==> src/sv/haptic_pattern_sequencer_defines.svh <==
// assertion macros for the haptic pattern sequencer
// included by files that carry concurrent assertions, needs nothing else
`ifndef HAPTIC_PATTERN_SEQUENCER_DEFINES_SVH
`define HAPTIC_PATTERN_SEQUENCER_DEFINES_SVH

`ifndef ASSERT_OFF
// property checked on every clock edge outside reset
`define HPS_ASSERT(lbl, clk, rst_n, prop) \
    lbl: assert property (@(posedge clk) disable iff (!rst_n) (prop)) \
        else $error("hps assertion failed");
// consequent must hold in the cycle after the antecedent
`define HPS_ASSERT_NEXT(lbl, clk, rst_n, ante, cons) \
    lbl: assert property (@(posedge clk) disable iff (!rst_n) (ante) |=> (cons)) \
        else $error("hps assertion failed");
`else
`define HPS_ASSERT(lbl, clk, rst_n, prop)
`define HPS_ASSERT_NEXT(lbl, clk, rst_n, ante, cons)
`endif

`endif

==> src/sv/hps_pkg.sv <==
// shared types, codes and constants of the haptic pattern sequencer
// used by hps_serial_mul and haptic_pattern_sequencer, depends on nothing
`default_nettype none

package hps_pkg;

    // field widths
    localparam int OP_W       = 2;
    localparam int PAT_W      = 3;
    localparam int STRENGTH_W = 9;
    localparam int INTENS_W   = 10;
    localparam int DUTY_W     = 8;
    localparam int PHASE_W    = 2;
    localparam int MS_W       = 6;
    localparam int LEVEL_W    = 9;

    // serial multiplier: multiplicand a, multiplier b taken one bit per cycle
    localparam int MUL_A_W   = 10;
    localparam int MUL_B_W   = 9;
    localparam int MUL_P_W   = MUL_A_W + MUL_B_W;
    localparam int MUL_CNT_W = 4;
    localparam logic [MUL_CNT_W-1:0] MUL_LAST = MUL_CNT_W'(MUL_B_W - 1);

    // op codes
    localparam logic [OP_W-1:0] OP_TICK    = 2'd0;
    localparam logic [OP_W-1:0] OP_TRIGGER = 2'd1;
    localparam logic [OP_W-1:0] OP_STOP    = 2'd2;

    // pattern codes
    localparam logic [PAT_W-1:0] PAT_NONE   = 3'd0;
    localparam logic [PAT_W-1:0] PAT_CLICK  = 3'd1;
    localparam logic [PAT_W-1:0] PAT_TICK   = 3'd2;
    localparam logic [PAT_W-1:0] PAT_THUD   = 3'd3;
    localparam logic [PAT_W-1:0] PAT_DOUBLE = 3'd4;

    // phases
    localparam logic [PHASE_W-1:0] PH_FIRST  = 2'd0;
    localparam logic [PHASE_W-1:0] PH_SECOND = 2'd1;
    localparam logic [PHASE_W-1:0] PH_THIRD  = 2'd2;

    // phase lengths in ms
    localparam logic [MS_W-1:0] MS_CLICK_ON  = 6'd25;
    localparam logic [MS_W-1:0] MS_CLICK_OFF = 6'd15;
    localparam logic [MS_W-1:0] MS_TICK_ON   = 6'd12;
    localparam logic [MS_W-1:0] MS_THUD_ON   = 6'd60;
    localparam logic [MS_W-1:0] MS_DBL_ON    = 6'd15;
    localparam logic [MS_W-1:0] MS_DBL_OFF   = 6'd25;
    localparam logic [MS_W-1:0] MS_MAX       = 6'd63;

    // q8 level limits
    localparam logic [LEVEL_W-1:0] LEVEL_ONE = 9'd256;
    localparam logic [LEVEL_W-1:0] LEVEL_MIN = 9'd13;

    // register map
    localparam logic REG_INTENSITY = 1'b0;
    localparam logic REG_ENABLE    = 1'b1;
    localparam logic [INTENS_W-1:0] INTENS_RESET = 10'd256;

    // status of the serial multiplier
    typedef struct packed {
        logic busy;
        logic done;
    } t_mul_stat;

    function automatic logic [DUTY_W-1:0] base_duty(input logic [PAT_W-1:0] pat);
        logic [DUTY_W-1:0] b;
        case (pat)
            PAT_CLICK:  b = 8'd160;
            PAT_TICK:   b = 8'd80;
            PAT_THUD:   b = 8'd220;
            PAT_DOUBLE: b = 8'd140;
            default:    b = 8'd0;
        endcase
        return b;
    endfunction

endpackage

`default_nettype wire

==> src/sv/haptic_pattern_sequencer.sv <==
// Haptic pattern sequencer: one result beat per input beat. An accepted beat goes to
// EXEC; tick, stop, unused op codes and triggers failing the enable or pattern check
// then go to OUT. A passing trigger makes two passes through the shared bit-serial
// multiplier in MUL1 and MUL2 (each a load and nine shift-add steps: strength times
// intensity, then base duty times level), the second skipped for too weak a level.
// Input and output are decoupled by an output register, so the next beat is taken
// while a result waits. The user must write registers (intensity at 0x0, enable at
// 0x4) over the APB port only while no beat is in flight; the block does not enforce
// this. Depends on hps_pkg, hps_serial_mul and haptic_pattern_sequencer_defines.svh.
`default_nettype none

`include "haptic_pattern_sequencer_defines.svh"

module haptic_pattern_sequencer (
    input  wire logic        i_clk,
    input  wire logic        i_rst_n,
    // input stream
    input  wire logic        s_axis_tvalid,
    output logic             s_axis_tready,
    input  wire logic [15:0] s_axis_tdata,   // [2:0] pattern, [11:3] strength, rest zero
    input  wire logic [1:0]  s_axis_tuser,   // [1:0] op
    // result stream
    output logic             m_axis_tvalid,
    input  wire logic        m_axis_tready,
    output logic      [15:0] m_axis_tdata,   // [7:0] motor_duty, [8] duty_written,
                                             // [9] busy_res, rest zero
    // register port
    input  wire logic        psel,
    input  wire logic        penable,
    input  wire logic        pwrite,
    input  wire logic [2:0]  paddr,
    input  wire logic [31:0] pwdata,
    output logic      [31:0] prdata,
    output logic             pready
);

    typedef enum logic [4:0] {
        ST_IDLE = 5'b00001,
        ST_EXEC = 5'b00010,
        ST_MUL1 = 5'b00100,
        ST_MUL2 = 5'b01000,
        ST_OUT  = 5'b10000
    } t_state;

    t_state r_state, n_state;

    // registers
    logic [hps_pkg::INTENS_W-1:0]   r_intensity;
    logic                           r_enable;

    // latched item
    logic [hps_pkg::OP_W-1:0]       r_op, n_op;
    logic [hps_pkg::PAT_W-1:0]      r_pat, n_pat;
    logic [hps_pkg::STRENGTH_W-1:0] r_strength, n_strength;

    // pattern state
    logic [hps_pkg::PAT_W-1:0]      r_active, n_active;
    logic [hps_pkg::DUTY_W-1:0]     r_pduty, n_pduty;
    logic [hps_pkg::PHASE_W-1:0]    r_phase, n_phase;
    logic [hps_pkg::MS_W-1:0]       r_phase_ms, n_phase_ms;
    logic [hps_pkg::DUTY_W-1:0]     r_drive, n_drive;
    logic                           r_wrote, n_wrote;

    // output register
    logic                           r_out_valid, n_out_valid;
    logic [hps_pkg::DUTY_W-1:0]     r_out_duty, n_out_duty;
    logic                           r_out_written, n_out_written;
    logic                           r_out_busy, n_out_busy;

    // multiplier
    logic                           mul_start;
    logic [hps_pkg::MUL_A_W-1:0]    mul_a;
    logic [hps_pkg::MUL_B_W-1:0]    mul_b;
    hps_pkg::t_mul_stat             mul_stat;
    logic [hps_pkg::MUL_P_W-1:0]    mul_prod;

    logic [hps_pkg::MUL_P_W-9:0]    lvl_raw;
    logic [hps_pkg::LEVEL_W-1:0]    level;
    logic [hps_pkg::MS_W-1:0]       ms_inc;
    logic                           do_write;
    logic [hps_pkg::DUTY_W-1:0]     write_val;
    logic                           cfg_wr;
    logic                           reg_idx;

    hps_serial_mul u_mul (
        .i_clk     (i_clk),
        .i_rst_n   (i_rst_n),
        .i_start   (mul_start),
        .i_a       (mul_a),
        .i_b       (mul_b),
        .o_stat    (mul_stat),
        .o_product (mul_prod)
    );

    // register port
    assign pready  = 1'b1;
    assign reg_idx = paddr[2];
    assign cfg_wr  = psel & penable & pwrite;

    always_comb begin
        case (reg_idx)
            hps_pkg::REG_INTENSITY: prdata = {22'd0, r_intensity};
            hps_pkg::REG_ENABLE:    prdata = {31'd0, r_enable};
            default:                prdata = 32'd0;
        endcase
    end

    always_ff @(posedge i_clk) begin
        if (!i_rst_n) begin
            r_intensity <= hps_pkg::INTENS_RESET;
            r_enable    <= 1'b0;
        end else if (cfg_wr) begin
            case (reg_idx)
                hps_pkg::REG_INTENSITY: r_intensity <= pwdata[hps_pkg::INTENS_W-1:0];
                hps_pkg::REG_ENABLE:    r_enable    <= pwdata[0];
                default:                ;
            endcase
        end
    end

    // level = (strength * intensity) >> 8, clamped to 1.0
    assign lvl_raw = mul_prod[hps_pkg::MUL_P_W-1:8];
    assign level   = (lvl_raw > 11'(hps_pkg::LEVEL_ONE)) ? hps_pkg::LEVEL_ONE
                                                         : lvl_raw[hps_pkg::LEVEL_W-1:0];
    assign ms_inc  = (r_phase_ms < hps_pkg::MS_MAX) ? r_phase_ms + 6'd1 : r_phase_ms;

    assign s_axis_tready = (r_state == ST_IDLE);

    always_comb begin
        n_state       = r_state;
        n_op          = r_op;
        n_pat         = r_pat;
        n_strength    = r_strength;
        n_active      = r_active;
        n_pduty       = r_pduty;
        n_phase       = r_phase;
        n_phase_ms    = r_phase_ms;
        n_drive       = r_drive;
        n_wrote       = r_wrote;
        n_out_valid   = r_out_valid;
        n_out_duty    = r_out_duty;
        n_out_written = r_out_written;
        n_out_busy    = r_out_busy;
        mul_start     = 1'b0;
        mul_a         = r_intensity;
        mul_b         = r_strength;
        do_write      = 1'b0;
        write_val     = '0;

        if (r_out_valid && m_axis_tready)
            n_out_valid = 1'b0;

        case (r_state)
            ST_IDLE: begin
                if (s_axis_tvalid) begin
                    n_op       = s_axis_tuser;
                    n_pat      = s_axis_tdata[2:0];
                    n_strength = s_axis_tdata[11:3];
                    n_wrote    = 1'b0;
                    n_state    = ST_EXEC;
                end
            end
            ST_EXEC: begin
                n_state = ST_OUT;
                case (r_op)
                    hps_pkg::OP_TICK: begin
                        if (r_active != hps_pkg::PAT_NONE) begin
                            n_phase_ms = ms_inc;
                            case (r_active)
                                hps_pkg::PAT_CLICK: begin
                                    if (r_phase == hps_pkg::PH_FIRST
                                        && ms_inc >= hps_pkg::MS_CLICK_ON) begin
                                        do_write   = 1'b1;
                                        n_phase    = hps_pkg::PH_SECOND;
                                        n_phase_ms = '0;
                                    end else if (r_phase == hps_pkg::PH_SECOND
                                                 && ms_inc >= hps_pkg::MS_CLICK_OFF) begin
                                        n_active   = hps_pkg::PAT_NONE;
                                        n_phase    = hps_pkg::PH_FIRST;
                                        n_phase_ms = '0;
                                    end
                                end
                                hps_pkg::PAT_TICK: begin
                                    if (ms_inc >= hps_pkg::MS_TICK_ON) begin
                                        do_write   = 1'b1;
                                        n_active   = hps_pkg::PAT_NONE;
                                        n_phase    = hps_pkg::PH_FIRST;
                                        n_phase_ms = '0;
                                    end
                                end
                                hps_pkg::PAT_THUD: begin
                                    if (ms_inc >= hps_pkg::MS_THUD_ON) begin
                                        do_write   = 1'b1;
                                        n_active   = hps_pkg::PAT_NONE;
                                        n_phase    = hps_pkg::PH_FIRST;
                                        n_phase_ms = '0;
                                    end
                                end
                                hps_pkg::PAT_DOUBLE: begin
                                    if (r_phase == hps_pkg::PH_FIRST
                                        && ms_inc >= hps_pkg::MS_DBL_ON) begin
                                        do_write   = 1'b1;
                                        n_phase    = hps_pkg::PH_SECOND;
                                        n_phase_ms = '0;
                                    end else if (r_phase == hps_pkg::PH_SECOND
                                                 && ms_inc >= hps_pkg::MS_DBL_OFF) begin
                                        do_write   = 1'b1;
                                        write_val  = r_pduty;
                                        n_phase    = hps_pkg::PH_THIRD;
                                        n_phase_ms = '0;
                                    end else if (r_phase == hps_pkg::PH_THIRD
                                                 && ms_inc >= hps_pkg::MS_DBL_ON) begin
                                        do_write   = 1'b1;
                                        n_active   = hps_pkg::PAT_NONE;
                                        n_phase    = hps_pkg::PH_FIRST;
                                        n_phase_ms = '0;
                                    end
                                end
                                default: ;
                            endcase
                        end
                    end
                    hps_pkg::OP_TRIGGER: begin
                        if (r_enable && (r_pat inside {hps_pkg::PAT_CLICK, hps_pkg::PAT_TICK,
                                                       hps_pkg::PAT_THUD,
                                                       hps_pkg::PAT_DOUBLE})) begin
                            mul_start = 1'b1;
                            n_state   = ST_MUL1;
                        end
                    end
                    hps_pkg::OP_STOP: begin
                        do_write   = 1'b1;
                        n_active   = hps_pkg::PAT_NONE;
                        n_phase    = hps_pkg::PH_FIRST;
                        n_phase_ms = '0;
                    end
                    default: ;
                endcase
            end
            ST_MUL1: begin
                if (mul_stat.done) begin
                    if (level < hps_pkg::LEVEL_MIN) begin
                        // weak trigger, nothing changes
                        n_state = ST_OUT;
                    end else begin
                        mul_start = 1'b1;
                        mul_a     = {2'b00, hps_pkg::base_duty(r_pat)};
                        mul_b     = level;
                        n_state   = ST_MUL2;
                    end
                end
            end
            ST_MUL2: begin
                if (mul_stat.done) begin
                    n_active   = r_pat;
                    n_pduty    = mul_prod[15:8];
                    n_phase    = hps_pkg::PH_FIRST;
                    n_phase_ms = '0;
                    do_write   = 1'b1;
                    write_val  = mul_prod[15:8];
                    n_state    = ST_OUT;
                end
            end
            ST_OUT: begin
                if (!r_out_valid || m_axis_tready) begin
                    n_out_valid   = 1'b1;
                    n_out_duty    = r_drive;
                    n_out_written = r_wrote;
                    n_out_busy    = (r_active != hps_pkg::PAT_NONE);
                    n_state       = ST_IDLE;
                end
            end
            default: n_state = ST_IDLE;
        endcase

        // duty writes reach the motor only when enabled
        if (do_write && r_enable) begin
            n_drive = write_val;
            n_wrote = 1'b1;
        end
    end

    always_ff @(posedge i_clk) begin
        if (!i_rst_n) begin
            r_state     <= ST_IDLE;
            r_active    <= hps_pkg::PAT_NONE;
            r_pduty     <= '0;
            r_phase     <= hps_pkg::PH_FIRST;
            r_phase_ms  <= '0;
            r_drive     <= '0;
            r_wrote     <= 1'b0;
            r_out_valid <= 1'b0;
        end else begin
            r_state     <= n_state;
            r_active    <= n_active;
            r_pduty     <= n_pduty;
            r_phase     <= n_phase;
            r_phase_ms  <= n_phase_ms;
            r_drive     <= n_drive;
            r_wrote     <= n_wrote;
            r_out_valid <= n_out_valid;
        end
    end

    always_ff @(posedge i_clk) begin
        r_op          <= n_op;
        r_pat         <= n_pat;
        r_strength    <= n_strength;
        r_out_duty    <= n_out_duty;
        r_out_written <= n_out_written;
        r_out_busy    <= n_out_busy;
    end

    assign m_axis_tvalid = r_out_valid;
    assign m_axis_tdata  = {6'd0, r_out_busy, r_out_written, r_out_duty};

    // no pattern running means the phase timer is parked
    `HPS_ASSERT(a_idle_parked, i_clk, i_rst_n,
        (r_active != hps_pkg::PAT_NONE) || (r_phase == hps_pkg::PH_FIRST && r_phase_ms == 6'd0))
    // multiplier results arrive only while the sequencer waits for them
    `HPS_ASSERT(a_mul_done_expected, i_clk, i_rst_n,
        !mul_stat.done || r_state == ST_MUL1 || r_state == ST_MUL2)
    // a finished item with a free output register is shown next cycle
    `HPS_ASSERT_NEXT(a_out_loaded, i_clk, i_rst_n,
        r_state == ST_OUT && !r_out_valid, r_out_valid && r_state == ST_IDLE)

endmodule

`default_nettype wire

==> src/sv/hps_serial_mul.sv <==
// bit-serial shift-add multiplier, one multiplier bit per cycle
// depends on hps_pkg
`default_nettype none

module hps_serial_mul (
    input  wire logic                          i_clk,
    input  wire logic                          i_rst_n,
    input  wire logic                          i_start,
    input  wire logic [hps_pkg::MUL_A_W-1:0]   i_a,
    input  wire logic [hps_pkg::MUL_B_W-1:0]   i_b,
    output hps_pkg::t_mul_stat                 o_stat,
    output logic      [hps_pkg::MUL_P_W-1:0]   o_product
);

    logic [hps_pkg::MUL_P_W-1:0]   r_acc, n_acc;
    logic [hps_pkg::MUL_A_W-1:0]   r_a, n_a;
    logic [hps_pkg::MUL_CNT_W-1:0] r_cnt, n_cnt;
    logic                          r_busy, n_busy;
    logic                          r_done, n_done;
    logic [hps_pkg::MUL_A_W:0]     sum;

    // upper half accumulates, lower half shifts out the multiplier bits
    assign sum = {1'b0, r_acc[hps_pkg::MUL_P_W-1:hps_pkg::MUL_B_W]}
               + (r_acc[0] ? {1'b0, r_a} : '0);

    always_comb begin
        n_acc  = r_acc;
        n_a    = r_a;
        n_cnt  = r_cnt;
        n_busy = r_busy;
        n_done = 1'b0;
        if (i_start) begin
            n_acc  = {{hps_pkg::MUL_A_W{1'b0}}, i_b};
            n_a    = i_a;
            n_cnt  = '0;
            n_busy = 1'b1;
        end else if (r_busy) begin
            n_acc = {sum, r_acc[hps_pkg::MUL_B_W-1:1]};
            n_cnt = r_cnt + 1'b1;
            if (r_cnt == hps_pkg::MUL_LAST) begin
                n_busy = 1'b0;
                n_done = 1'b1;
            end
        end
    end

    always_ff @(posedge i_clk) begin
        if (!i_rst_n) begin
            r_busy <= 1'b0;
            r_done <= 1'b0;
            r_cnt  <= '0;
        end else begin
            r_busy <= n_busy;
            r_done <= n_done;
            r_cnt  <= n_cnt;
        end
    end

    always_ff @(posedge i_clk) begin
        r_acc <= n_acc;
        r_a   <= n_a;
    end

    assign o_stat.busy = r_busy;
    assign o_stat.done = r_done;
    assign o_product   = r_acc;

endmodule

`default_nettype wire

==> config.mk <==
export PLATFORM = sky130hd
export DESIGN_NAME = haptic_pattern_sequencer
export DESIGN_NICKNAME = d
export VERILOG_FILES = /design/src/sv/hps_pkg.sv /design/src/sv/haptic_pattern_sequencer.sv /design/src/sv/hps_serial_mul.sv
export VERILOG_INCLUDE_DIRS = /design/src /design/src/sv
export SDC_FILE = /design/constraint.sdc
export NUM_CORES = 1
export LEC_CHECK = 0
export BUFFER_PORTS_ARGS = -buffer_cell sky130_fd_sc_hd__buf_2
export CORE_AREA = 2 2 104 116
export CTS_CLUSTER_DIAMETER = 100
export DETAILED_ROUTE_END_ITERATION = 10
export DIE_AREA = 0 0 106 118
export PLACE_DENSITY = 0.8
export SYNTH_ARGS = -nofsm -noshare
export SYNTH_HDL_FRONTEND = slang
export SYNTH_HIERARCHICAL = 1
export SYNTH_SLANG_ARGS = --single-unit
==> constraint.sdc <==
create_clock -name i_clk -period 3 [get_ports i_clk]
set_input_delay 0.6 -clock i_clk [delete_from_list [all_inputs] [get_ports i_clk]]
set_output_delay 0.6 -clock i_clk [all_outputs]
set_load 0.005 [all_outputs]
# After elaboration in Yosys (flattened, before gate mapping)
# Cells that the tools add are included.
dict set report classes {
  n_addsub 3
  order_cmp 7
  eq_ne 34
  n_mux 90
  bitwise_logic 5
  n_reduce_logical 30
}
# cell n
set op_table {}
lappend op_table {{case mux 32 bit (2 select lines)} 1}
lappend op_table {{2-to-1 mux 6 bit} 10}
lappend op_table {{2-to-1 mux 9 bit} 6}
lappend op_table {{2-to-1 mux 8 bit} 6}
lappend op_table {{2-to-1 mux 10 bit} 4}
lappend op_table {{2-to-1 mux 5 bit} 7}
lappend op_table {{case mux 8 bit (4 select lines)} 1}
lappend op_table {{inequality test 4 bit (second input constant)} 7}
lappend op_table {{2-to-1 mux 3 bit} 9}
lappend op_table {{case mux 5 bit (5 select lines)} 1}
lappend op_table {{case mux 6 bit (2 select lines)} 2}
lappend op_table {{case mux 6 bit (4 select lines)} 1}
lappend op_table {{2-to-1 mux 1 bit} 22}
lappend op_table {{2-to-1 mux 2 bit} 9}
lappend op_table {{case mux 8 bit (2 select lines)} 1}
lappend op_table {{equality test 3 x 2 -> 1 bit (second input constant)} 4}
lappend op_table {{>= comparator 6 x 4 -> 1 bit (second input constant)} 2}
lappend op_table {{case mux 3 bit (2 select lines)} 2}
lappend op_table {{case mux 3 bit (4 select lines)} 1}
lappend op_table {{AND reduction 12 bit} 1}
lappend op_table {{AND reduction 2 bit} 6}
lappend op_table {{adder 10 x 10 -> 11 bit} 1}
lappend op_table {{> comparator 11 x 9 -> 1 bit (second input constant)} 1}
lappend op_table {{< comparator 9 x 4 -> 1 bit (second input constant)} 1}
lappend op_table {{39 further kinds} 63}
dict set report totals {
  regBits 104
  input_bits 60
  out_inout_bits 51
  word_cells 191
}

# Depth between registers and ports, before layout
# Gate-level depths: netlist (run 1).
dict set report logic_depth {
  depth_word 14
  mapped_depth 11
  ltp_nobuf 9
}

# Modules after synthesis
# The synthesis (run 1) kept the hierarchy.
# mod instances cells_each area_per_inst_um2 seq_area_each_um2
set by_module_without_submodules {}
lappend by_module_without_submodules {haptic_pattern_sequencer 1 444 3769.9 1621.6}
lappend by_module_without_submodules {hps_serial_mul 1 153 1741.7 890.9}

# Worst setup path after synthesis (run 1)
# Ideal clock, no wire load.
dict set report synth_timing {
  path_type {register -> register}
  startpoint {register r_state[4]}
  endpoint {register u_mul.r_acc (netlist bit u_mul/o_product[0]), data pin}
  setup_time_ns 0.260
  t_arrival_ns 2.927
  path_slack_ns -0.187
  stages_incl_launch_ff 7
  path_cell_list {dfxtp_1 or3_4 or3b_1 buf_6 o21ai_0 buf_1 mux2_2}
}
dict set report synth_between {
  elab_chain_len 3
}
# item line
set synth_lines {}
lappend synth_lines {{start: declaration} haptic_pattern_sequencer.sv:45} ;# t_state r_state, n_state;
lappend synth_lines {{start signal: assignment} haptic_pattern_sequencer.sv:294} ;# r_state <= n_state;
lappend synth_lines {{equality test 5 x 3 -> 1 bit / equality test 5 x 2 -> 1 bit (equally long branches)} haptic_pattern_sequencer.sv:153} ;# case (r_state)
lappend synth_lines {{case mux 1 bit (2 select lines) (*)} haptic_pattern_sequencer.sv:153}
lappend synth_lines {{via mul_start} haptic_pattern_sequencer.sv:71} ;# logic mul_start;
lappend synth_lines {{2-to-1 mux 9 bit (*)} hps_serial_mul.sv:32} ;# if (i_start) begin
lappend synth_lines {{via u_mul.n_acc (one bit)} hps_serial_mul.sv:15} ;# logic [hps_pkg::MUL_P_W-1:0] r_acc, n_acc;
lappend synth_lines {{end signal: assignment} hps_serial_mul.sv:60} ;# r_acc <= n_acc;
lappend synth_lines {{end: declaration} hps_serial_mul.sv:15}
# Mark *: on every way through the listed nets, which the timed path passes. The rest lies on a longest branch.
# A chain may end at the register's enable or synchronous reset.

# Final worst setup path (run 1)
dict set report layout_timing {
  startpoint {register r_phase_ms[0] (netlist name)}
  endpoint {register r_active[0] (netlist name)}
}
dict set report layout_between {
  elab_chain_len 6
}
# item line
set layout_lines {}
lappend layout_lines {{start: declaration} haptic_pattern_sequencer.sv:60} ;# logic [hps_pkg::MS_W-1:0] r_phase_ms, n_phase_ms;
lappend layout_lines {{start signal: assignment} haptic_pattern_sequencer.sv:298} ;# r_phase_ms <= n_phase_ms;
lappend layout_lines {{adder 6 x 1 -> 6 bit / < comparator 6 bit (equally long branches)} haptic_pattern_sequencer.sv:125} ;# assign ms_inc = (r_phase_ms < hps_pkg::MS_MAX) ? r_phase_ms + 6'd1 : r_phase_ms;
lappend layout_lines {{2-to-1 mux 6 bit (*)} haptic_pattern_sequencer.sv:125}
lappend layout_lines {{>= comparator 6 x 4 -> 1 bit / >= comparator 6 x 5 -> 1 bit (equally long branches)} -}
lappend layout_lines {{logical AND 1 bit, on equally long branches} -}
lappend layout_lines {{inequality test 4 bit (no source line)} -}
lappend layout_lines {{AND reduction 12 bit (no source line) (*)} -}
lappend layout_lines {{end signal: assignment} haptic_pattern_sequencer.sv:286} ;# r_active <= hps_pkg::PAT_NONE;
lappend layout_lines {{end signal: assignment} haptic_pattern_sequencer.sv:295} ;# r_active <= n_active;
lappend layout_lines {{end: declaration} haptic_pattern_sequencer.sv:57} ;# logic [hps_pkg::PAT_W-1:0] r_active, n_active;
# Every way passes the cells marked *; elsewhere a longest branch is shown, timed or not.

==> results list, run 1 <==
* Register cell area after layout: 0.00251 mm^2
- TritonCTS built the clock tree.
* Width of the chip: 106 um
* Post-Syn Area: 0.00550 mm^2
* Mean cell area of the mapped netlist: 9.23 um^2
- Deepest clock path buffer count: 2
- I/O pin count: 111
- Hold is met by 425 ps.
- In the routed layout, each cell is associated on average with a via count of 5.39.
* Actual transition at the worst max-transition pin: 760 ps
- The min-delay analysis places its worst path in the category in -> reg.
- The first global-routing pass estimated 19600 um of wire.
- Final routed wire length divided by cell count: 14.8 um
- Utilization after layout: 53.8%
- Worst VDD drop: 0.326 mV
* Aggregate negative setup slack: 0 ps
- Status: complete, no violations
- After legalization and detailed placement, the total HPWL measured 8750 um.
- Initial antenna violation count: 0
- Sort of element at the end of the critical path: flop
- Number of endpoints failing setup at the final stage: 0
* CTS sink count: 104
- The floorplan step defined a die boundary enclosing 0.0125 mm^2.
- GR Overflow Total: 0
- The net count of the finished layout is 717.
* Cts bufs inserted: 9
- The first detailed-routing pass ran for 4 iterations.
- Slew HR: 49.3%
* Max-cap violations: 0
* Part of the cycle the worst path needs: 91.4%
- The number of hold violations in the final report came to 0.
- Required time worst endpoint: 3270 ps
- Dpl cell area: 0.00579 mm^2
- After clock tree synthesis, the setup repair step added 0 buffers.
* Post-route cell area: 0.00610 mm^2
* Number of max-slew violations in the final report: 0
* Clock latency on the worst-skew pair: 340 ps
* Number of global-route vias before repair: 4118
- Summing over every cut layer, the via total after detailed routing is 4297.
* Residual DRC: 0
- Maximum number of pins on one net before global-route repair: 31
- In this design, the stage delay of the slowest critical-path cell is 500 ps.
* Kind of critical path: reg -> reg
- Clock transition time at the flip-flop clock pins of the worst setup and hold paths: 70 ps
- Setup repair after global routing left no endpoint under its margin.
- The analysis attributes to cell leakage a power of 2.37 nW.
* Share of final-layout standard cells stronger than drive strength 1: 15.8%
* Power density of the placed cells: 507 mW/mm^2
- CTS root buf: clkbuf_16
* Antenna diodes: 0
- CP max-delay cell: dfxtp_1
- DR iter-0 viols: 245
- Data arrives at the worst endpoint at 3020 ps.
- Row generation in the floorplan step produced 41 rows.
- Synthesis produced a netlist whose cell count is 596.
* Remaining antenna violation count after routing: 0
* Highest Clock Rate: 365 MHz
- Fill cells in the final layout number 1017.
- For the finished layout, the period the worst path requires is 2740 ps.
- Count of H-tree levels built during CTS: 3
- The floorplan step set the die height to 118 um.
- Maximum fanout encountered on the critical timing path: 10
* Total Power Consumption: 3.09 mW
- Total wirelength of the detailed-routed design: 11800 um
- Worst clock skew: 5.96 ps
- Yosys printed 6 warnings.
- Initial cell density of the core: 48.5%
- At the end of routability-driven placement, the weighted congestion stood at 0.913.
- From synthesis to final layout, the design area changed by 10.9%.
* Number of buffers inserted by port buffering: 53
- Area of the placeable core: 0.0113 mm^2
- GRT Total Usage: 19.4%
- Area of the multi-input gates: 0.00267 mm^2
* Critical path cell sequence: ha_1 -> xnor2_1 -> nor3_1 -> a211oi_1 -> buf_4 -> o21ai_0 -> a21boi_1 -> a311oi_2 -> mux2i_1
* CP Launch Type: flop
==> final timing paths <==
kind                   start       endpoint  slack (ps)  depth (start not counted)
max            r_phase_ms[0]    r_active[0]         260                          9
min          s_axis_tdata[5]  r_strength[2]         420                          1
max reg2reg    r_phase_ms[0]    r_active[0]         260                          9
min reg2reg       r_drive[3]  r_out_duty[3]         430                          0
==> report_power, final <==
group / switching (mW) / internal (mW) / leakage (nW)
registers: 0.0636 / 1.54 / 0.902
logic: 0.184 / 0.119 / 1.32
clock network: 0.489 / 0.699 / 0.142
==> cells in the final DEF, fill, tap and decap left out, drive strengths merged, types with 4 or more instances in the layout <==
| cell | count |
|---|---|
| nand3 | 21 |
| inv | 20 |
| edfxtp | 43 |
| dfxtp | 61 |
| o22ai | 6 |
| o211ai | 5 |
| o21ai | 16 |
| nor2b | 16 |
| conb | 29 |
| a21oi | 35 |
| nand2 | 103 |
| nor3 | 13 |
| ha | 14 |
| mux2 | 10 |
| and2 | 19 |
| nand4 | 4 |
| xor2 | 8 |
| a21o | 9 |
| buf | 64 |
| clkbuf | 14 |
| nor4 | 4 |
| o31ai | 4 |
| or3 | 6 |
| a31oi | 7 |
| xnor2 | 4 |
| nor2 | 38 |
| mux2i | 17 |
| nand2b | 10 |
==> layer usage <==
layer	GRT usage, %	wire, um	vias up
li1	-	-	2128
met1	24.1	5040	2033
met2	33.1	5970	114
met3	3.71	481	22
met4	7.65	299	0
met5	0	0	-
==> critical path: cells and delay by family (launching register included) <==
family                     cells  cell delay [ps]
AOI/OAI and AO/OA              4             1000
xor gates and xnor gates       1              150
adders and majority gates      1              400
buffers and inverters          1              160
DFF                            1              500
muxes                          1              230
and+or+nand+nor                1              220
==> state kept, by name (all words and copies together) (netlist names), 2 cells and up <==
signal,flops
r_out_duty,8
r_active,3
r_state,5
r_drive,8
r_pduty,8
u_mul/r_a,10
r_phase_ms,6
r_op,2
u_mul/o_product,19
r_pat,3
r_intensity,10
r_phase,2
u_mul/r_cnt,4
r_strength,9
==> what timing repair did <==
item	in CTS	in global routing
hold buffers	0	0
resized for setup	0	1
endpoints found under the setup margin	0	8
==> area by class of cell <==
class / instances / share of cell area, %
multi-input combinational: 442 / 43.8
sequential: 104 / 41.2
tap: 150 / 3.08
inverter: 21 / 1.29
clock buffer: 14 / 4.35
clock inverter: 2 / 0.615
timing repair buffer: 64 / 5.70
==> per-stage QoR <==
step / std cells / worst slack [ps]
6_report: 797 / 258
5_1_grt: 797 / 36.1
4_1_cts: 797 / 236
3_5_place_dp: 781 / 254
3_3_place_gp: 781 / 324
2_1_floorplan: 623 / 151
Note: power is estimated with default switching activity, not from simulation.
==> inputs of run 2 (changes only) <==
==> constraint.sdc (replaced) <==
create_clock -name i_clk -period 3 [get_ports i_clk]
set_input_delay 0.15 -clock i_clk [delete_from_list [all_inputs] [get_ports i_clk]]
set_output_delay 0.15 -clock i_clk [all_outputs]
set_load 0.005 [all_outputs]
==> results list, run 2 (same netlist as run 1, synthesis figures left out) <==
- Syn-to-layout area delta: 13.3%
* Deepest clock path buffer count: 2 (unchanged)
- Worst Setup Slack, final: 306 ps (+47.9 ps)
* DP Worst Slack: 219 ps (-35.6 ps)
- The achievable frequency was 371 MHz (+1.8%).
- Unrepaired setup endpoints after global routing: no
* Area enclosed by the die boundary: 0.0125 mm^2 (unchanged)
- Hold Crit Class: in -> reg
- The flip-flop count of the largest register, all copies and words added came to 19 (unchanged).
* Required time worst endpoint: 3280 ps (about the same)
- The arrival time reported for the critical path endpoint is 2970 ps (-50 ps).
- TritonRoute pass-1 iters: 5 (+1)
- Kind of critical path: reg -> reg
- Worst VDD drop: 0.280 mV (-14%)
- Maximum number of pins on one net before global-route repair: 37 (+19%)
- Share of total power in the clock network: 37.4% (-1.0 points)
- STA classifies the critical path startpoint as a flop.
- The count of standard-cell rows was 41 (unchanged).
* Area of the placeable core: 0.0113 mm^2 (unchanged)
- The initial antenna violation count was 0 (unchanged).
- The final net count was 732 (+2.1%).
- Switching power as a share of total power: 25.5% (+1.7 points)
- CTS sink count: 104 (unchanged)
- The total setup violations reported at the end of the flow was 0 (unchanged).
- The minimum clock period after layout came to 2690 ps (-47.9 ps).
- Number of max-slew violations in the final report: 0 (unchanged)
* Post-Layout Cell Count: 812 (+1.9%)
- The worst slew margin relative to its limit was 46.9% (-2.4 points).
- The final antenna-violating net count came to 0 (unchanged).
- The starting utilization of the core area was 48.5% (unchanged).
- Final routed wire length divided by cell count: 14.9 um (+0.47%)
- Number of vias in the routed layout: 4396 (+2.3%)
* Worst clock skew: 9.12 ps (+3.16 ps)
- Die Ht: 118 um (unchanged)
* Cts bufs inserted: 9 (unchanged)
* Clock latency on the worst-skew pair: 350 ps (about the same)
* Max-cap violations: 0 (unchanged)
- GR Overflow Total: 0 (unchanged)
- Commonest non-fill, non-tap cells in the layout: nand2_1 (103), dfxtp_1 (61), buf_2 (53), edfxtp_1 (43), nor2_1 (38)
- Number of buffers inserted by port buffering: 53 (unchanged)
* I/O pin count: 111 (unchanged)
* Number of setup buffers added after CTS: 0 (unchanged)
* Part of the cycle the worst path needs: 89.8% (-1.6 points)
- Status: complete, no violations
- The fraction of final layout cells with drive strength greater than 1 was 16.0% (+0.25 points).
* Count of H-tree levels built during CTS: 3 (unchanged)
- The internal power summed over all cells is 2.29 mW (-2.9%).
- DR iter-0 viols: 314 (+28%)
- The final wirelength is 12100 um (+2.4%).
- The power density normalized to cell area came to 492 mW/mm^2 (-2.8%).
- The net switching power came to 784 uW (+6.4%).
* Clock transition time at the flip-flop clock pins of the worst setup and hold paths: 70 ps (about the same)
* CTS root buf: clkbuf_16
- Combinational cell fraction of total power: 10.3% (+0.5 points)
* Antenna diodes: 0 (unchanged)
* Clock tree from TritonCTS: built
- Width of the chip: 106 um (unchanged)
- The cell total after placement is 782 (+0.13%).
* Global-route wire length before repair: 20000 um (+2.3%)
- The largest driver fanout on the critical path is 8 (-2).
* Residual DRC: 0 (unchanged)
- Sequential Power Share: 52.3% (+0.5 points)
* Hpwl dp: 8700 um (-0.58%)
* Commonest non-fill, non-tap cell in the layout: nand2_1
- The global-route total usage across every layer was 19.8% (+0.44 points).
- Routability Congestion: 0.957 (+4.8%)
* Vias per std cell: 5.41 (+0.41%)
- The leakage component of the power was 2.43 nW (+2.9%).
- The number of global-route vias before repair was 4200 (+2.0%).
- The slew at the pin with the worst max-slew slack came to 796 ps (+36.3 ps).
* Count of endpoints failing hold in the final timing report: 0 (unchanged)
* Utilization after layout: 55.0% (+1.2 points)
- The summed negative setup slack over all endpoints is 0 ps (unchanged).
- Post-route cell area: 0.00624 mm^2 (+2.2%)
* Dpl cell area: 0.00580 mm^2 (+0.13%)
- STA classifies the critical path endpoint as a flop.
## run 2: cell count changes in the layout (fill, tap and decap cells not counted), sizes merged
cell,delta
clkbuf,-3
bufinv,-1
inv,+3
dlygate4sd3,+14
clkinvlp,-1
clkinv,+2
buf,+1
## run 2: final timing paths
kind	from	end	slack, ps	depth (start not counted)
max	r_state[4]	r_drive[2]	310	7
min	pwdata[8]	r_intensity[8]	20	3
max reg2reg	r_state[4]	r_drive[2]	310	7
min reg2reg	r_drive[3]	r_out_duty[3]	430	0
## run 2: metrics by stage
stage | hold WS, ps | power, mW
after global placement | 328 | 1.92
final | 16.5 | 3.07
after CTS | 6.30 | 3.08
after global routing | 34.6 | 3.17
after floorplan | 249 | 1.85
after detailed placement | 328 | 1.93
## run 2: timing repair
action                                 4_1_cts  5_1_grt
endpoints found under the hold margin       14        0
gates resized for setup                      0        1
hold buffers                                14        0
setup endpoints to repair                    0        3
## run 2: final cells by class
cell class	count	area (um^2)
Sequential cell	104	2510
Inverter	21	78.8
Clock buffer	11	254
Tap cell	150	188
Multi-Input combinational cell	442	2670
Timing Repair Buffer	79	495
Fill cell	968	5100
Clock inverter	5	35.0
## run 2: worst max-delay path, stage by stage, from the launching register on
cell and delay, ps:
dfxtp_1 350, or3_4 400, or3b_1 520, nor4_4 400
nor4b_4 500, nand2_1 130, a21o_1 200, mux2i_1 120
## run 2: metal layers
layer  vias to the layer above  GRT usage (%)  wire length [um]
met1                      2054           25.8              5180
met5                         -              0                 0
li1                       2158              -                 -
met4                         0           7.40               254
met2                       163           32.7              5900
met3                        21           3.82               741
## run 2: power by group through the flow
stage | combinational, mW | sequential, mW | clock, mW
after global routing | 0.351 | 1.61 | 1.21
after detailed placement | 0.297 | 1.63 | 0
after global placement | 0.286 | 1.63 | 0
final | 0.317 | 1.61 | 1.15
after floorplan | 0.244 | 1.61 | 0
after CTS | 0.313 | 1.60 | 1.17
==> inputs of run 3 (changes only) <==
Settings changed: CORE_AREA 2 2 104 116 to 2 2 97 123, DIE_AREA 0 0 106 118 to 0 0 99 125.
==> results list, run 3 (same netlist as run 1, synthesis figures left out) <==
* Status: complete, no violations
- Clock latency on the worst-skew pair: 350 ps (about the same)
* Total Power Consumption: 3.12 mW (+1.7%)
* Highest Clock Rate: 356 MHz (-4.1%)
- Leaving out fill and tap cells, the most frequent cells in the layout are nand2_1 (103), dfxtp_1 (61), buf_2 (53), edfxtp_1 (43), nor2_1 (38).
* Clock tree from TritonCTS: built
- Number of buffers inserted by port buffering: 53 (unchanged)
- Psw: 765 uW (-2.4%)
- The minimum clock period after layout came to 2810 ps (+115 ps).
* Cts bufs inserted: 9 (unchanged)
- The proportion of power drawn by flip-flops and latches is 51.3% (-1.0 points).
- Flip-flop count of the largest register after layout: 19 (unchanged)
* Power density of the placed cells: 500 mW/mm^2 (+1.5%)
* Final routed wire length divided by cell count: 15.3 um (+3.1%)
- Final layout net count: 732 (unchanged)
- The global-route wire length before repair was 20300 um (+1.3%).
* Number of global-route vias before repair: 4325 (+3.0%)
- Share of final-layout standard cells stronger than drive strength 1: 16.2% (+0.15 points)
* Number of vias in the routed layout: 4425 (+0.66%)
- Initial cell density of the core: 48.8% (+0.22 points)
- The largest net degree at the start of global routing was 37 (unchanged).
- Required time worst endpoint: 3220 ps (-60 ps)
- Unrepaired setup endpoints after global routing: no
* Commonest non-fill, non-tap cell in the layout: nand2_1
- Syn-to-layout area delta: 13.5%
- Total internal power: 2.36 mW (+3.2%)
- Filler cell count: 961 (-0.72%)
- Vias per std cell: 5.53 (+2.2%)
* Worst VDD drop: 0.337 mV (+20%)
- Number of max-slew violations in the final report: 0 (unchanged)
- The multi-input logic area was 0.00267 mm^2 (unchanged).
- The most numerous cell type found on the critical path is a21oi_1.
- The worst setup path is of the reg -> reg kind.
- The count of standard-cell rows was 44 (+7.3%).
- The core box area came to 0.0113 mm^2 (-0.45%).
- Among all stages on the critical path, the largest delay is contributed by dfxtp_1.
- The number of antenna diodes came to 0 (unchanged).
- Arrival time worst endpoint: 3030 ps (+60 ps)
- Largest incremental delay on the critical path: 490 ps (-30 ps)
* Aggregate negative setup slack: 0 ps (unchanged)
- The global-route total usage across every layer came to 20.2% (+0.37 points).
* Actual transition at the worst max-transition pin: 832 ps (+35.4 ps)
- The routability-driven placement congestion ratio is 0.899 (-6.0%).
- The largest driver fanout on the critical path is 10 (+2).
- The worst setup path is captured at a flop.
- The number of levels the H-tree was split into was 3 (unchanged).
- Part of the cycle the worst path needs: 93.7% (+3.8 points)
- The DRC marker count from the first detailed-route iteration was 362 (+15%).
* TritonRoute pass-1 iters: 6 (+1)
- Deepest clock path buffer count: 2 (unchanged)
- Share of total power in the clock network: 38.4% (+1.0 points)
- CTS root buf: clkbuf_16
- Max-cap violations: 0 (unchanged)
* Hold Crit Class: in -> reg
* Total wirelength of the detailed-routed design: 12300 um (+1.6%)
- Count of endpoints failing hold in the final timing report: 0 (unchanged)
- Initial antenna violation count: 0 (unchanged)
* Register cell area after layout: 0.00251 mm^2 (unchanged)
* Slew HR: 44.4% (-2.5 points)
* I/O pin count: 111 (unchanged)
- Remaining antenna violation count after routing: 0 (unchanged)
- The number of sinks driven by the clock tree was 104 (unchanged).
- Area enclosed by the die boundary: 0.0124 mm^2 (-1.1%)
* Post-route cell area: 0.00625 mm^2 (+0.22%)
- Clock transition time at the flip-flop clock pins of the worst setup and hold paths: 70 ps (about the same)
* Dpl cell area: 0.00579 mm^2 (-0.26%)
* Switching power as a share of total power: 24.5% (-1.0 points)
* Die Ht: 125 um (+5.9%)
* GR Overflow Total: 0 (unchanged)
* Number of endpoints failing setup at the final stage: 0 (unchanged)
- The residual DRC count came to 0 (unchanged).
- Hpwl dp: 8790 um (+1.1%)
- The smallest hold slack came to 17.1 ps (+0.578 ps).
* Worst clock skew: 6.09 ps (-3.03 ps)
* Combinational cell fraction of total power: 10.3% (about the same)
- CP Launch Type: flop
- The leakage component of the power came to 2.45 nW (+0.57%).
- The horizontal die dimension was 99 um (-6.6%).
- Traced cell by cell, the critical path runs through ha_1 -> and4_1 -> a21oi_1 -> a211oi_1 -> buf_4 -> o22ai_1 -> o221ai_2 -> a21oi_1 -> mux2i_1.
## run 3: cell types whose count changed in the layout (fill, tap and decap cells not counted)
cell | previous run | this run
clkbuf_1 | 1 | 0
inv_4 | 2 | 1
clkbuf_16 | 10 | 11
clkbuf_8 | 0 | 1
## run 3: final timing paths
path                                    start             end  slack [ps]  cells after the start
worst max-delay path            r_phase_ms[0]      r_phase[1]         190                      9
worst min-delay path                pwdata[8]  r_intensity[8]          20                      3
worst max register to register  r_phase_ms[0]      r_phase[1]         190                      9
worst min register to register     r_drive[5]   r_out_duty[5]         430                      0
## run 3: critical path, delay by kind of cell, from the launching register on
family | cells | cell delay (ps)
flops | 1 | 490
mux | 1 | 160
simple gates | 1 | 290
fa+ha+maj | 1 | 410
compound gates | 5 | 1120
buf+inv | 1 | 190
## run 3: final cells by class
cell class                 instances  share of cell area, %
multi-input combinational        442                   42.8
timing repair buffer              79                   7.93
clock inverter                     4                  0.460
tap                              138                   2.76
clock buffer                      12                   4.62
sequential                       104                   40.2
inverter                          21                   1.26
## run 3: power groups by stage
stage / Combinational [mW] / Sequential (mW) / Clock, mW
final: 0.321 / 1.60 / 1.20
after global routing: 0.360 / 1.61 / 1.27
after CTS: 0.315 / 1.60 / 1.22
after detailed placement: 0.297 / 1.63 / 0
after global placement: 0.284 / 1.63 / 0
after floorplan: 0.244 / 1.61 / 0
## run 3: what timing repair did
| item | 4_1_cts | 5_1_grt |
|---|---|---|
| hold buffers | 14 | 0 |
| endpoints found under the setup margin | 0 | 10 |
| gates resized for setup | 0 | 1 |
| hold endpoints to repair | 14 | 0 |
| setup buffers | 0 | 0 |
## run 3: routing by layer
metal	global-route usage [%]	vias up	wire, um
li1	-	2156	-
met4	7.74	0	275
met2	35.7	173	6480
met1	23.8	2073	4770
met5	0	-	0
met3	4.30	23	743
## run 3: through the flow
stage	setup slack [ps]	util [%]	std cells
floorplan	151	-	623
global placement	280	51.3	770
detailed placement	195	51.3	770
CTS	100	55.3	800
global route	27.3	55.4	800
finish	190	55.4	800
